**src/rtl/irzl_pkg.sv**
```systemverilog
`timescale 1ns / 1ps
`default_nettype none

package irzl_pkg;

    localparam int unsigned SEC_PER_DAY = 86400;
    localparam int unsigned SEC_PER_MIN = 60;

    localparam int MIN_W    = 11;   // minute fields
    localparam int DLY_W    = 12;   // station delay, seconds
    localparam int USED_W   = 3;    // programs in use
    localparam int TIME_W   = 18;   // query time, seconds
    localparam int MSEC_W   = 17;   // 2047 minutes in seconds
    localparam int CFG_A_W  = 2;

    localparam int unsigned MIN_MAX = 2047;
    localparam int unsigned DLY_MAX = 4095;

    typedef enum logic [1:0] {
        OP_SET_START   = 2'd0,
        OP_SET_COUNT   = 2'd1,
        OP_SET_MINUTES = 2'd2,
        OP_QUERY       = 2'd3
    } op_t;

    typedef enum logic [2:0] {
        RUN_NONE   = 3'd0,
        RUN_MANUAL = 3'd1,
        RUN_ZONE   = 3'd2,
        RUN_DELAY  = 3'd3,
        RUN_BEFORE = 3'd4,
        RUN_AFTER  = 3'd5
    } run_t;

    typedef enum logic [CFG_A_W-1:0] {
        CFG_MANUAL_START  = 2'd0,
        CFG_MANUAL_LENGTH = 2'd1,
        CFG_ZONE_GAP      = 2'd2,
        CFG_PROGRAMS_USED = 2'd3
    } cfg_idx_t;

    typedef struct packed {
        logic [MIN_W-1:0]  manual_start;
        logic [MIN_W-1:0]  manual_length;
        logic [DLY_W-1:0]  zone_gap;
        logic [USED_W-1:0] programs_in_use;
    } cfg_t;

    typedef struct packed {
        op_t               operation;
        logic [1:0]        program_sel;
        logic [3:0]        zone_sel;
        logic [MIN_W-1:0]  load_value;
        logic [TIME_W-1:0] time_offset;
    } item_t;

    typedef struct packed {
        logic       active;
        run_t       run_type;
        logic [1:0] program_index;
        logic [3:0] zone_index;
    } result_t;

    // table write strobes; value already saturated for zone counts
    typedef struct packed {
        logic             start_we;
        logic             count_we;
        logic             minutes_we;
        logic [1:0]       prog;
        logic [3:0]       zone;
        logic [MIN_W-1:0] value;
    } load_t;

    // m * 60 = m * 64 - m * 4
    function automatic logic [MSEC_W-1:0] min_to_sec(input logic [MIN_W-1:0] m);
        return {m, 6'b000000} - MSEC_W'({m, 2'b00});
    endfunction

endpackage

`default_nettype wire

```
**src/rtl/irzl_store.sv**
```systemverilog
`timescale 1ns / 1ps
`default_nettype none

module irzl_store #(
    parameter int PROGRAM_SLOTS     = 4,
    parameter int ZONES_PER_PROGRAM = 16,
    localparam int PIW   = (PROGRAM_SLOTS > 1) ? $clog2(PROGRAM_SLOTS) : 1,
    localparam int CW    = $clog2(ZONES_PER_PROGRAM + 1),
    localparam int DEPTH = PROGRAM_SLOTS * ZONES_PER_PROGRAM,
    localparam int AW    = (DEPTH > 1) ? $clog2(DEPTH) : 1
) (
    input  wire logic                       aclk,
    input  wire logic                       aresetn,
    input  wire irzl_pkg::load_t            load,
    input  wire logic [PIW-1:0]             tbl_prog,
    output logic [irzl_pkg::MIN_W-1:0]      tbl_start,
    output logic [CW-1:0]                   tbl_count,
    input  wire logic [AW-1:0]              mem_addr,
    output logic [irzl_pkg::MIN_W-1:0]      mem_data
);

    logic [irzl_pkg::MIN_W-1:0] start_tbl [PROGRAM_SLOTS];
    logic [CW-1:0]              count_tbl [PROGRAM_SLOTS];
    logic [irzl_pkg::MIN_W-1:0] minutes_mem [DEPTH];
    logic [irzl_pkg::MIN_W-1:0] rd_data_reg;
    logic [AW-1:0]              wr_addr;
    logic [PIW-1:0]             wr_prog;

    assign wr_prog = PIW'(load.prog);
    assign wr_addr = AW'(int'(load.prog) * ZONES_PER_PROGRAM + int'(load.zone));

    always_ff @(posedge aclk) begin
        if (load.start_we) begin
            start_tbl[wr_prog] <= load.value;
        end
    end

    always_ff @(posedge aclk) begin
        if (!aresetn) begin
            for (int i = 0; i < PROGRAM_SLOTS; i++) begin
                count_tbl[i] <= '0;
            end
        end else if (load.count_we) begin
            count_tbl[wr_prog] <= CW'(load.value);
        end
    end

    // writes happen only while the walker is idle; the read port reads every cycle, and only the walk uses its data
    always_ff @(posedge aclk) begin
        if (load.minutes_we) begin
            minutes_mem[wr_addr] <= load.value;
        end
        rd_data_reg <= minutes_mem[mem_addr];
    end

    assign tbl_start = start_tbl[tbl_prog];
    assign tbl_count = count_tbl[tbl_prog];
    assign mem_data  = rd_data_reg;

endmodule

`default_nettype wire

```
**src/rtl/irzl_walk.sv**
```systemverilog
`timescale 1ns / 1ps
`default_nettype none

module irzl_walk #(
    parameter int PROGRAM_SLOTS     = 4,
    parameter int ZONES_PER_PROGRAM = 16,
    localparam int PIW   = (PROGRAM_SLOTS > 1) ? $clog2(PROGRAM_SLOTS) : 1,
    localparam int PCW   = $clog2(PROGRAM_SLOTS + 1),
    localparam int CW    = $clog2(ZONES_PER_PROGRAM + 1),
    localparam int DEPTH = PROGRAM_SLOTS * ZONES_PER_PROGRAM,
    localparam int AW    = (DEPTH > 1) ? $clog2(DEPTH) : 1
) (
    input  wire logic                   aclk,
    input  wire logic                   aresetn,
    input  wire logic                   s_valid,
    output logic                        s_ready,
    input  wire irzl_pkg::item_t        item,
    input  wire irzl_pkg::cfg_t         cfg,
    output irzl_pkg::load_t             load,
    output logic [PIW-1:0]              tbl_prog,
    input  wire logic [irzl_pkg::MIN_W-1:0] tbl_start,
    input  wire logic [CW-1:0]          tbl_count,
    output logic [AW-1:0]               mem_addr,
    input  wire logic [irzl_pkg::MIN_W-1:0] mem_data,
    output logic                        res_valid,
    output irzl_pkg::result_t           res,
    input  wire logic                   res_take
);

    localparam int ACC_MAX = int'(irzl_pkg::SEC_PER_DAY)
        + int'(irzl_pkg::MIN_MAX * irzl_pkg::SEC_PER_MIN) * (ZONES_PER_PROGRAM + 1)
        + int'(irzl_pkg::DLY_MAX) * ZONES_PER_PROGRAM;
    localparam int ACC_W = $clog2(ACC_MAX + 1);

    typedef enum logic [2:0] {
        ST_IDLE,
        ST_INIT,
        ST_PROG,
        ST_ZONE,
        ST_FINAL,
        ST_DONE
    } state_t;

    state_t                       state_reg, state_next;
    logic [irzl_pkg::TIME_W-1:0]  t_reg, t_next;
    logic [ACC_W-1:0]             ms_reg, ms_next;
    logic [ACC_W-1:0]             me_reg, me_next;
    logic [ACC_W-1:0]             dayms_reg, dayms_next;
    logic [ACC_W-1:0]             first_reg, first_next;
    logic [ACC_W-1:0]             last_reg, last_next;
    logic [ACC_W-1:0]             acc_reg, acc_next;
    logic [PCW-1:0]               used_reg, used_next;
    logic [PCW-1:0]               p_reg, p_next;
    logic [AW-1:0]                base_reg, base_next;
    logic [CW-1:0]                zr_reg, zr_next;
    logic [CW-1:0]                cnt_reg, cnt_next;
    logic                         found_reg, found_next;
    irzl_pkg::run_t               ftype_reg, ftype_next;
    logic [PCW-1:0]               fprog_reg, fprog_next;
    logic [CW-1:0]                fzone_reg, fzone_next;
    irzl_pkg::result_t            res_reg, res_next;

    logic             accept;
    logic             prog_ok;
    logic             zone_ok;
    logic [ACC_W-1:0] t_ext;
    logic [ACC_W-1:0] start_s;
    logic [ACC_W-1:0] zend;
    logic [ACC_W-1:0] dend;
    logic [PCW-1:0]   p_inc;
    logic [CW-1:0]    zr_inc;

    assign s_ready = (state_reg == ST_IDLE);
    assign accept  = s_valid && s_ready;
    assign prog_ok = int'(item.program_sel) < PROGRAM_SLOTS;
    assign zone_ok = int'(item.zone_sel) < ZONES_PER_PROGRAM;

    always_comb begin
        load.start_we   = accept && (item.operation == irzl_pkg::OP_SET_START) && prog_ok;
        load.count_we   = accept && (item.operation == irzl_pkg::OP_SET_COUNT) && prog_ok;
        load.minutes_we = accept && (item.operation == irzl_pkg::OP_SET_MINUTES)
                          && prog_ok && zone_ok;
        load.prog       = item.program_sel;
        load.zone       = item.zone_sel;
        if ((item.operation == irzl_pkg::OP_SET_COUNT)
                && (int'(item.load_value) > ZONES_PER_PROGRAM)) begin
            load.value = irzl_pkg::MIN_W'(ZONES_PER_PROGRAM);
        end else begin
            load.value = item.load_value;
        end
    end

    assign tbl_prog = PIW'(p_reg);
    assign zr_inc   = zr_reg + 1'b1;
    assign p_inc    = p_reg + 1'b1;
    assign mem_addr = (state_reg == ST_PROG) ? base_reg : base_reg + AW'(zr_inc);

    assign t_ext   = ACC_W'(t_reg);
    assign start_s = ACC_W'(irzl_pkg::min_to_sec(tbl_start));
    assign zend    = acc_reg + ACC_W'(irzl_pkg::min_to_sec(mem_data));
    assign dend    = zend + ACC_W'(cfg.zone_gap);

    always_comb begin
        state_next = state_reg;
        t_next     = t_reg;
        ms_next    = ms_reg;
        me_next    = me_reg;
        dayms_next = dayms_reg;
        first_next = first_reg;
        last_next  = last_reg;
        acc_next   = acc_reg;
        used_next  = used_reg;
        p_next     = p_reg;
        base_next  = base_reg;
        zr_next    = zr_reg;
        cnt_next   = cnt_reg;
        found_next = found_reg;
        ftype_next = ftype_reg;
        fprog_next = fprog_reg;
        fzone_next = fzone_reg;
        res_next   = res_reg;

        case (state_reg)
            ST_IDLE: begin
                if (accept) begin
                    t_next = item.time_offset;
                    if (item.operation == irzl_pkg::OP_QUERY) begin
                        state_next = ST_INIT;
                    end else begin
                        res_next.active        = 1'b0;
                        res_next.run_type      = irzl_pkg::RUN_NONE;
                        res_next.program_index = '0;
                        res_next.zone_index    = '0;
                        state_next             = ST_DONE;
                    end
                end
            end
            ST_INIT: begin
                ms_next    = ACC_W'(irzl_pkg::min_to_sec(cfg.manual_start));
                me_next    = ACC_W'(irzl_pkg::min_to_sec(cfg.manual_start))
                             + ACC_W'(irzl_pkg::min_to_sec(cfg.manual_length));
                dayms_next = ACC_W'(irzl_pkg::SEC_PER_DAY)
                             + ACC_W'(irzl_pkg::min_to_sec(cfg.manual_start));
                first_next = ACC_W'(irzl_pkg::SEC_PER_DAY)
                             + ACC_W'(irzl_pkg::min_to_sec(cfg.manual_start));
                last_next  = '0;
                found_next = 1'b0;
                ftype_next = irzl_pkg::RUN_NONE;
                fprog_next = '0;
                fzone_next = '0;
                p_next     = '0;
                base_next  = '0;
                if (int'(cfg.programs_in_use) > PROGRAM_SLOTS) begin
                    used_next = PCW'(PROGRAM_SLOTS);
                end else begin
                    used_next = PCW'(cfg.programs_in_use);
                end
                state_next = (cfg.programs_in_use == '0) ? ST_FINAL : ST_PROG;
            end
            ST_PROG: begin
                acc_next = start_s;
                cnt_next = tbl_count;
                zr_next  = '0;
                if (start_s < first_reg) begin
                    first_next = start_s;
                end
                if (tbl_count == '0) begin
                    // empty program ends where it starts
                    if (start_s > last_reg) begin
                        last_next = start_s;
                    end
                    p_next     = p_inc;
                    base_next  = base_reg + AW'(ZONES_PER_PROGRAM);
                    state_next = (p_inc == used_reg) ? ST_FINAL : ST_PROG;
                end else begin
                    state_next = ST_ZONE;
                end
            end
            ST_ZONE: begin
                // later programs overwrite: highest slot wins
                if ((t_ext >= acc_reg) && (t_ext < zend)) begin
                    found_next = 1'b1;
                    ftype_next = irzl_pkg::RUN_ZONE;
                    fprog_next = p_reg;
                    fzone_next = zr_reg;
                end else if ((t_ext >= zend) && (t_ext < dend)) begin
                    found_next = 1'b1;
                    ftype_next = irzl_pkg::RUN_DELAY;
                    fprog_next = p_reg;
                    fzone_next = zr_reg;
                end
                acc_next = dend;
                zr_next  = zr_inc;
                if (zr_inc == cnt_reg) begin
                    if (dend > last_reg) begin
                        last_next = dend;
                    end
                    p_next     = p_inc;
                    base_next  = base_reg + AW'(ZONES_PER_PROGRAM);
                    state_next = (p_inc == used_reg) ? ST_FINAL : ST_PROG;
                end
            end
            ST_FINAL: begin
                res_next.program_index = '0;
                res_next.zone_index    = '0;
                if ((t_ext >= ms_reg) && (t_ext < me_reg)) begin
                    res_next.active   = 1'b1;
                    res_next.run_type = irzl_pkg::RUN_MANUAL;
                end else if (found_reg) begin
                    res_next.active        = 1'b1;
                    res_next.run_type      = ftype_reg;
                    res_next.program_index = 2'(fprog_reg);
                    res_next.zone_index    = 4'(fzone_reg);
                end else if ((t_ext >= me_reg) && (t_ext < first_reg)) begin
                    res_next.active   = 1'b0;
                    res_next.run_type = irzl_pkg::RUN_BEFORE;
                end else if ((t_ext >= last_reg) && (t_ext < dayms_reg)) begin
                    res_next.active   = 1'b0;
                    res_next.run_type = irzl_pkg::RUN_AFTER;
                end else begin
                    res_next.active   = 1'b0;
                    res_next.run_type = irzl_pkg::RUN_NONE;
                end
                state_next = ST_DONE;
            end
            ST_DONE: begin
                if (res_take) begin
                    state_next = ST_IDLE;
                end
            end
            default: begin
                state_next = ST_IDLE;
            end
        endcase
    end

    always_ff @(posedge aclk) begin
        if (!aresetn) begin
            state_reg <= ST_IDLE;
        end else begin
            state_reg <= state_next;
        end
        t_reg     <= t_next;
        ms_reg    <= ms_next;
        me_reg    <= me_next;
        dayms_reg <= dayms_next;
        first_reg <= first_next;
        last_reg  <= last_next;
        acc_reg   <= acc_next;
        used_reg  <= used_next;
        p_reg     <= p_next;
        base_reg  <= base_next;
        zr_reg    <= zr_next;
        cnt_reg   <= cnt_next;
        found_reg <= found_next;
        ftype_reg <= ftype_next;
        fprog_reg <= fprog_next;
        fzone_reg <= fzone_next;
        res_reg   <= res_next;
    end

    assign res_valid = (state_reg == ST_DONE);
    assign res       = res_reg;

endmodule

`default_nettype wire

```
**src/rtl/irrigation_zone_run_locator.sv**
```systemverilog
// Load item: the result passes through the walker's result register, then the output register.
// Query: the walker fetches the start and count of each of the first U programs,
//   U = programs in use, and reads one zone-minutes word per cycle from the
//   schedule memory for each zone that those counts cover.
// One item is in the walker at a time; the next is taken once the result moves
//   to the output register, which holds it until the result transfer.
// Reset (aresetn, synchronous, low): control, config registers and zone counts clear;
//   start and zone-minutes tables keep their contents until written.
`timescale 1ns / 1ps
`default_nettype none

module irrigation_zone_run_locator #(
    parameter int PROGRAM_SLOTS     = 4,
    parameter int ZONES_PER_PROGRAM = 16
) (
    input  wire logic        aclk,
    input  wire logic        aresetn,

    // config write port
    input  wire logic        cfg_wr_en,
    input  wire logic [1:0]  cfg_addr,
    input  wire logic [11:0] cfg_wdata,

    input  wire logic        s_axis_tvalid,
    output logic             s_axis_tready,
    // program_sel[1:0], zone_sel[5:2], load_value[16:6], time_offset[34:17], zero fill
    input  wire logic [39:0] s_axis_tdata,
    // operation[1:0]
    input  wire logic [1:0]  s_axis_tuser,

    output logic             m_axis_tvalid,
    input  wire logic        m_axis_tready,
    // active[0], run_type[3:1], program_index[5:4], zone_index[9:6], zero fill
    output logic [15:0]      m_axis_tdata
);

    localparam int PIW   = (PROGRAM_SLOTS > 1) ? $clog2(PROGRAM_SLOTS) : 1;
    localparam int CW    = $clog2(ZONES_PER_PROGRAM + 1);
    localparam int DEPTH = PROGRAM_SLOTS * ZONES_PER_PROGRAM;
    localparam int AW    = (DEPTH > 1) ? $clog2(DEPTH) : 1;

    irzl_pkg::cfg_t              cfg_reg;
    irzl_pkg::item_t             item;
    irzl_pkg::load_t             load;
    irzl_pkg::result_t           res;
    irzl_pkg::result_t           out_reg;
    logic                        out_valid_reg;
    logic                        res_valid;
    logic                        res_take;
    logic [PIW-1:0]              tbl_prog;
    logic [irzl_pkg::MIN_W-1:0]  tbl_start;
    logic [CW-1:0]               tbl_count;
    logic [AW-1:0]               mem_addr;
    logic [irzl_pkg::MIN_W-1:0]  mem_data;

    // Config registers; written only while the block is idle (the user's duty; the block does not enforce it).
    always_ff @(posedge aclk) begin
        if (!aresetn) begin
            cfg_reg <= '0;
        end else if (cfg_wr_en) begin
            case (irzl_pkg::cfg_idx_t'(cfg_addr))
                irzl_pkg::CFG_MANUAL_START: begin
                    cfg_reg.manual_start <= cfg_wdata[irzl_pkg::MIN_W-1:0];
                end
                irzl_pkg::CFG_MANUAL_LENGTH: begin
                    cfg_reg.manual_length <= cfg_wdata[irzl_pkg::MIN_W-1:0];
                end
                irzl_pkg::CFG_ZONE_GAP: begin
                    cfg_reg.zone_gap <= cfg_wdata;
                end
                irzl_pkg::CFG_PROGRAMS_USED: begin
                    cfg_reg.programs_in_use <= cfg_wdata[irzl_pkg::USED_W-1:0];
                end
                default: begin
                end
            endcase
        end
    end

    // Unpack the input transfer.
    assign item.operation   = irzl_pkg::op_t'(s_axis_tuser);
    assign item.program_sel = s_axis_tdata[1:0];
    assign item.zone_sel    = s_axis_tdata[5:2];
    assign item.load_value  = s_axis_tdata[16:6];
    assign item.time_offset = s_axis_tdata[34:17];

    // Schedule tables: start and count per program, zone minutes in memory.
    irzl_store #(
        .PROGRAM_SLOTS     (PROGRAM_SLOTS),
        .ZONES_PER_PROGRAM (ZONES_PER_PROGRAM)
    ) u_store (
        .aclk      (aclk),
        .aresetn   (aresetn),
        .load      (load),
        .tbl_prog  (tbl_prog),
        .tbl_start (tbl_start),
        .tbl_count (tbl_count),
        .mem_addr  (mem_addr),
        .mem_data  (mem_data)
    );

    // Sequencer: decodes loads, walks every zone of every program in use for a query.
    irzl_walk #(
        .PROGRAM_SLOTS     (PROGRAM_SLOTS),
        .ZONES_PER_PROGRAM (ZONES_PER_PROGRAM)
    ) u_walk (
        .aclk      (aclk),
        .aresetn   (aresetn),
        .s_valid   (s_axis_tvalid),
        .s_ready   (s_axis_tready),
        .item      (item),
        .cfg       (cfg_reg),
        .load      (load),
        .tbl_prog  (tbl_prog),
        .tbl_start (tbl_start),
        .tbl_count (tbl_count),
        .mem_addr  (mem_addr),
        .mem_data  (mem_data),
        .res_valid (res_valid),
        .res       (res),
        .res_take  (res_take)
    );

    // Output register: takes a finished result whenever it is empty or draining.
    assign res_take = res_valid && (!out_valid_reg || m_axis_tready);

    always_ff @(posedge aclk) begin
        if (!aresetn) begin
            out_valid_reg <= 1'b0;
        end else if (res_take) begin
            out_valid_reg <= 1'b1;
        end else if (m_axis_tready) begin
            out_valid_reg <= 1'b0;
        end
        if (res_take) begin
            out_reg <= res;
        end
    end

    assign m_axis_tvalid = out_valid_reg;
    assign m_axis_tdata  = {6'b000000, out_reg.zone_index, out_reg.program_index,
                            out_reg.run_type, out_reg.active};

endmodule

`default_nettype wire
```
**config.mk**
```make
export PLATFORM = sky130hd
export DESIGN_NAME = irrigation_zone_run_locator
export DESIGN_NICKNAME = d
export VERILOG_FILES = /design/src/rtl/irzl_pkg.sv /design/src/rtl/irzl_store.sv /design/src/rtl/irzl_walk.sv /design/src/rtl/irrigation_zone_run_locator.sv
export SDC_FILE = /design/constraint.sdc
export NUM_CORES = 2
export LEC_CHECK = 0
export ABC_AREA = 0
export CAP_MARGIN = 20
export CORE_MARGIN = 2
export CORE_UTILIZATION = 64
export CTS_CLUSTER_SIZE = 14
export DETAILED_ROUTE_END_ITERATION = 6
export DONT_BUFFER_PORTS = 1
export PLACE_DENSITY = 0.8
export SLEW_MARGIN = 5
export SYNTH_ARGS = -nofsm -noshare
export SYNTH_HDL_FRONTEND = slang
export SYNTH_HIERARCHICAL = 1
export SYNTH_SLANG_ARGS = --single-unit
```
**constraint.sdc**
```tcl
create_clock -name aclk -period 9.1 [get_ports aclk]
set_input_delay 0.455 -clock aclk [delete_from_list [all_inputs] [get_ports aclk]]
set_output_delay 0.455 -clock aclk [all_outputs]
set_load 0.1 [all_outputs]
```
==> metrics.txt <==
CTS Buf Count 98; HP Class input port to flip-flop; Total Nets Final 3,545; Initial Util 64.88%; CP Data Arrival Time 7.96 ns; final-report setup violation count 0; IO buf count 0; Post-synth EDFFs 935; Crit-path slowest cell or4_1; DRT iter0 DRCs 3,466; CTS Buffer Depth 3; hold path startpoint cfg_wdata[8]; Hold Path End cfg_reg[23]$_SDFFE_PN0P_; FF-to-FF path depth 34; Layout Skew 0.05387 ns; Root Driver clkbuf_16; vias per inst 6.671; first-pass GRT wire length 181,400 um; total setup buffers inserted after CTS 0; H-tree levels 3; worst-path maximum fanout 22; Crit Path Category flip-flop to flip-flop; Pleak 18.88 nW; Achievable Freq 130.7 MHz; WP buf/inv 3; die height 273.7 um; most frequent CP cell nand3_1; IO Count 79; Top delay family on crit path compound AO/OA/AOI/OAI gates; core area 0.07173 mm2; CTS tree yes; mapped cell area 0.04654 mm2; DRC 0; RSZ-0062 raised after global routing false; Fillers 4,283; die area 0.07489 mm2; Die Wd 273.7 um; Syn Area/Cell 14.91 um2; outcome complete, no violations; area grow syn2layout 10.67%; clock transition at the registers of the reported paths 0.07 ns; CP required 9.41 ns; vias 28,420; GR Overflow Total 0; DP HPWL 77,250 um; Async S/R FF share, synth 0%; ANT cells 0; Placer Congestion 0.9384; clock latency on the worst-skew pair 0.69 ns; Critical Path Max Stage Delay 0.56 ns; initial antenna violation count 0; worst slew pin tran 1.125 ns; FF+latch count, synth 987; CTS sink cnt 987; relative slew slack 24.70%; register-to-register setup slack 1.45 ns; WL per Instance 28.51 um; antenna-violating nets left 0; final core occ 71.80%; Tot GR Track Use 32.98%; final WL 121,400 um; sequential cell area fraction in the yosys report 62.57%; worst vdd ir 0.0002577 V; fin crit share 84.08%; First-pass DRT Iterations 6; worst r2r src u_store/mem_data[0]$_DFF_P_; largest net degree at the start of global routing 97; WHS Path Cells 2; layout cells sized above 1 15.44%; reg2reg end u_walk/last_reg[17]$_SDFFCE_PN0P_; row count 98; Max-Cap Viols 0; Period minus WS final 7.652 ns; Slew Limit Fails 0; startpoint types flip-flop; Mapped Cells 3,122; P per Cell Area 265.5 mW/mm2; number of global-route vias before repair 28,880; max reg flops 704; Hold Violations, Final 0; Setup crit end kind flip-flop; setup TNS 0 ns; Synth cell types 88; commonest register cell after synthesis edfxtp_1; Synth warnings 6
## worst max path at each step
| stage | startpoint | end | slack, ns | cells past startpoint |
|---|---|---|---|---|
| after floorplan | u_store/mem_data[4]$_DFF_P_ | u_walk/last_reg[0]$_SDFFCE_PN0P_ | 2.21 | 33 |
| after global placement | u_store/mem_data[4]$_DFF_P_ | u_walk/last_reg[3]$_SDFFCE_PN0P_ | 1.64 | 34 |
| after detailed placement | u_store/mem_data[0]$_DFF_P_ | u_walk/last_reg[2]$_SDFFCE_PN0P_ | 1.57 | 34 |
| after CTS | u_store/mem_data[0]$_DFF_P_ | u_walk/last_reg[2]$_SDFFCE_PN0P_ | 1.49 | 34 |
| after global routing | u_store/mem_data[0]$_DFF_P_ | u_walk/last_reg[2]$_SDFFCE_PN0P_ | 0.92 | 34 |
| final | u_store/mem_data[0]$_DFF_P_ | u_walk/last_reg[17]$_SDFFCE_PN0P_ | 1.45 | 34 |
## repair_timing
action                                  4_1_cts  5_1_grt
resized for setup                             0        0
hold buffers                                 20        0
endpoints found under the setup margin        0        0
hold endpoints to repair                     58        0
## worst register-to-register path, delay by kind of cell, from the launching register on
family,cells,cell delay [ns]
adder cells (fa/ha/maj),3,0.93
flip-flops,1,0.43
XOR/XNOR,2,0.37
AO/OA/AOI/OAI,13,2.70
AND/OR/NAND/NOR,13,2.32
buffers and inverters,3,0.54
## where the power goes
part | switching [W] | internal (W)
clock network | 0.00178 | 0.00226
registers | 0.000117 | 0.00524
logic | 0.00261 | 0.00168
## cell usage after synthesis (all sizes together), types with 33 or more instances
library cell,count,area (um2)
a21o,82,616.8
a21oi,125,636.9
buf,73,435.4
clkbuf,46,172.7
dfxtp,52,1041
edfxtp,935,28080
ha,255,3191
inv,212,795.8
mux2i,79,790.8
mux4,203,4572
nand2,156,585.6
nand3,45,225.2
nor2,231,867.1
nor2b,33,206.5
nor3,40,200.2
o21ai,89,449.2
xnor2,78,683.2
## cells in the final DEF, fill, tap and decap left out, types with 23 or more instances in the layout
cell type,instances
a211oi_1,26
a21o_1,81
a21oi_1,122
buf_4,77
clkbuf_16,100
clkinv_2,23
dfxtp_1,52
edfxtp_1,935
ha_1,255
inv_1,212
mux2i_1,79
mux4_2,203
nand2_1,155
nand2b_1,29
nand3_1,45
nand4_1,29
nor2_1,228
nor2b_1,27
nor3_1,40
o21a_1,26
o21ai_0,86
xnor2_1,77
xor2_1,29
## routing by layer
| layer | global-route usage (%) | up-vias | share of wire [%] |
|---|---|---|---|
| li1 | - | 12220 | - |
| met1 | 42.27 | 14030 | 36 |
| met2 | 54.05 | 1806 | 49 |
| met3 | 5.649 | 363 | 9.4 |
| met4 | 18.16 | 0 | 6.0 |
| met5 | 0 | - | 0 |
## cells by family after synthesis
kind of cell             Yosys count  synth area share (%)
other                              1              0.008058
multiplexers                     289                 11.69
adder cells (fa/ha/maj)          258                 6.985
AND/OR/NAND/NOR                  672                 6.950
AO/OA/AOI/OAI                    476                 6.759
flip-flops                       987                 62.57
XOR/XNOR                         107                 2.014
buffers and inverters            332                 3.025
## through the flow
step | setup WS, ns | total power, W | instance area, um2 | std cells | hold slack, ns
final | 1.448 | 0.01368 | 51500 | 4260 | 0.03682
after global routing | 0.9236 | 0.01433 | 51500 | 4260 | 0.02512
after CTS | 1.494 | 0.01362 | 51180 | 4224 | 0.007727
after detailed placement | 1.570 | 0.009604 | 47740 | 4020 | 0.4084
after global placement | 1.639 | 0.009404 | 47650 | 4012 | 0.4018
after floorplan | 2.207 | 0.008455 | 46560 | 3127 | 0.4003
## cell type report
class	count	area (um2)	share of cell area, %
Tap cell	950	1189	2.308
Clock inverter	62	620.6	1.205
Clock buffer	122	2605	5.058
Timing Repair Buffer	118	1047	2.033
Multi-Input combinational cell	1808	16120	31.31
Sequential cell	987	29120	56.54
Inverter	213	799.5	1.552
No activity file was read; power rests on OpenSTA's default activity.
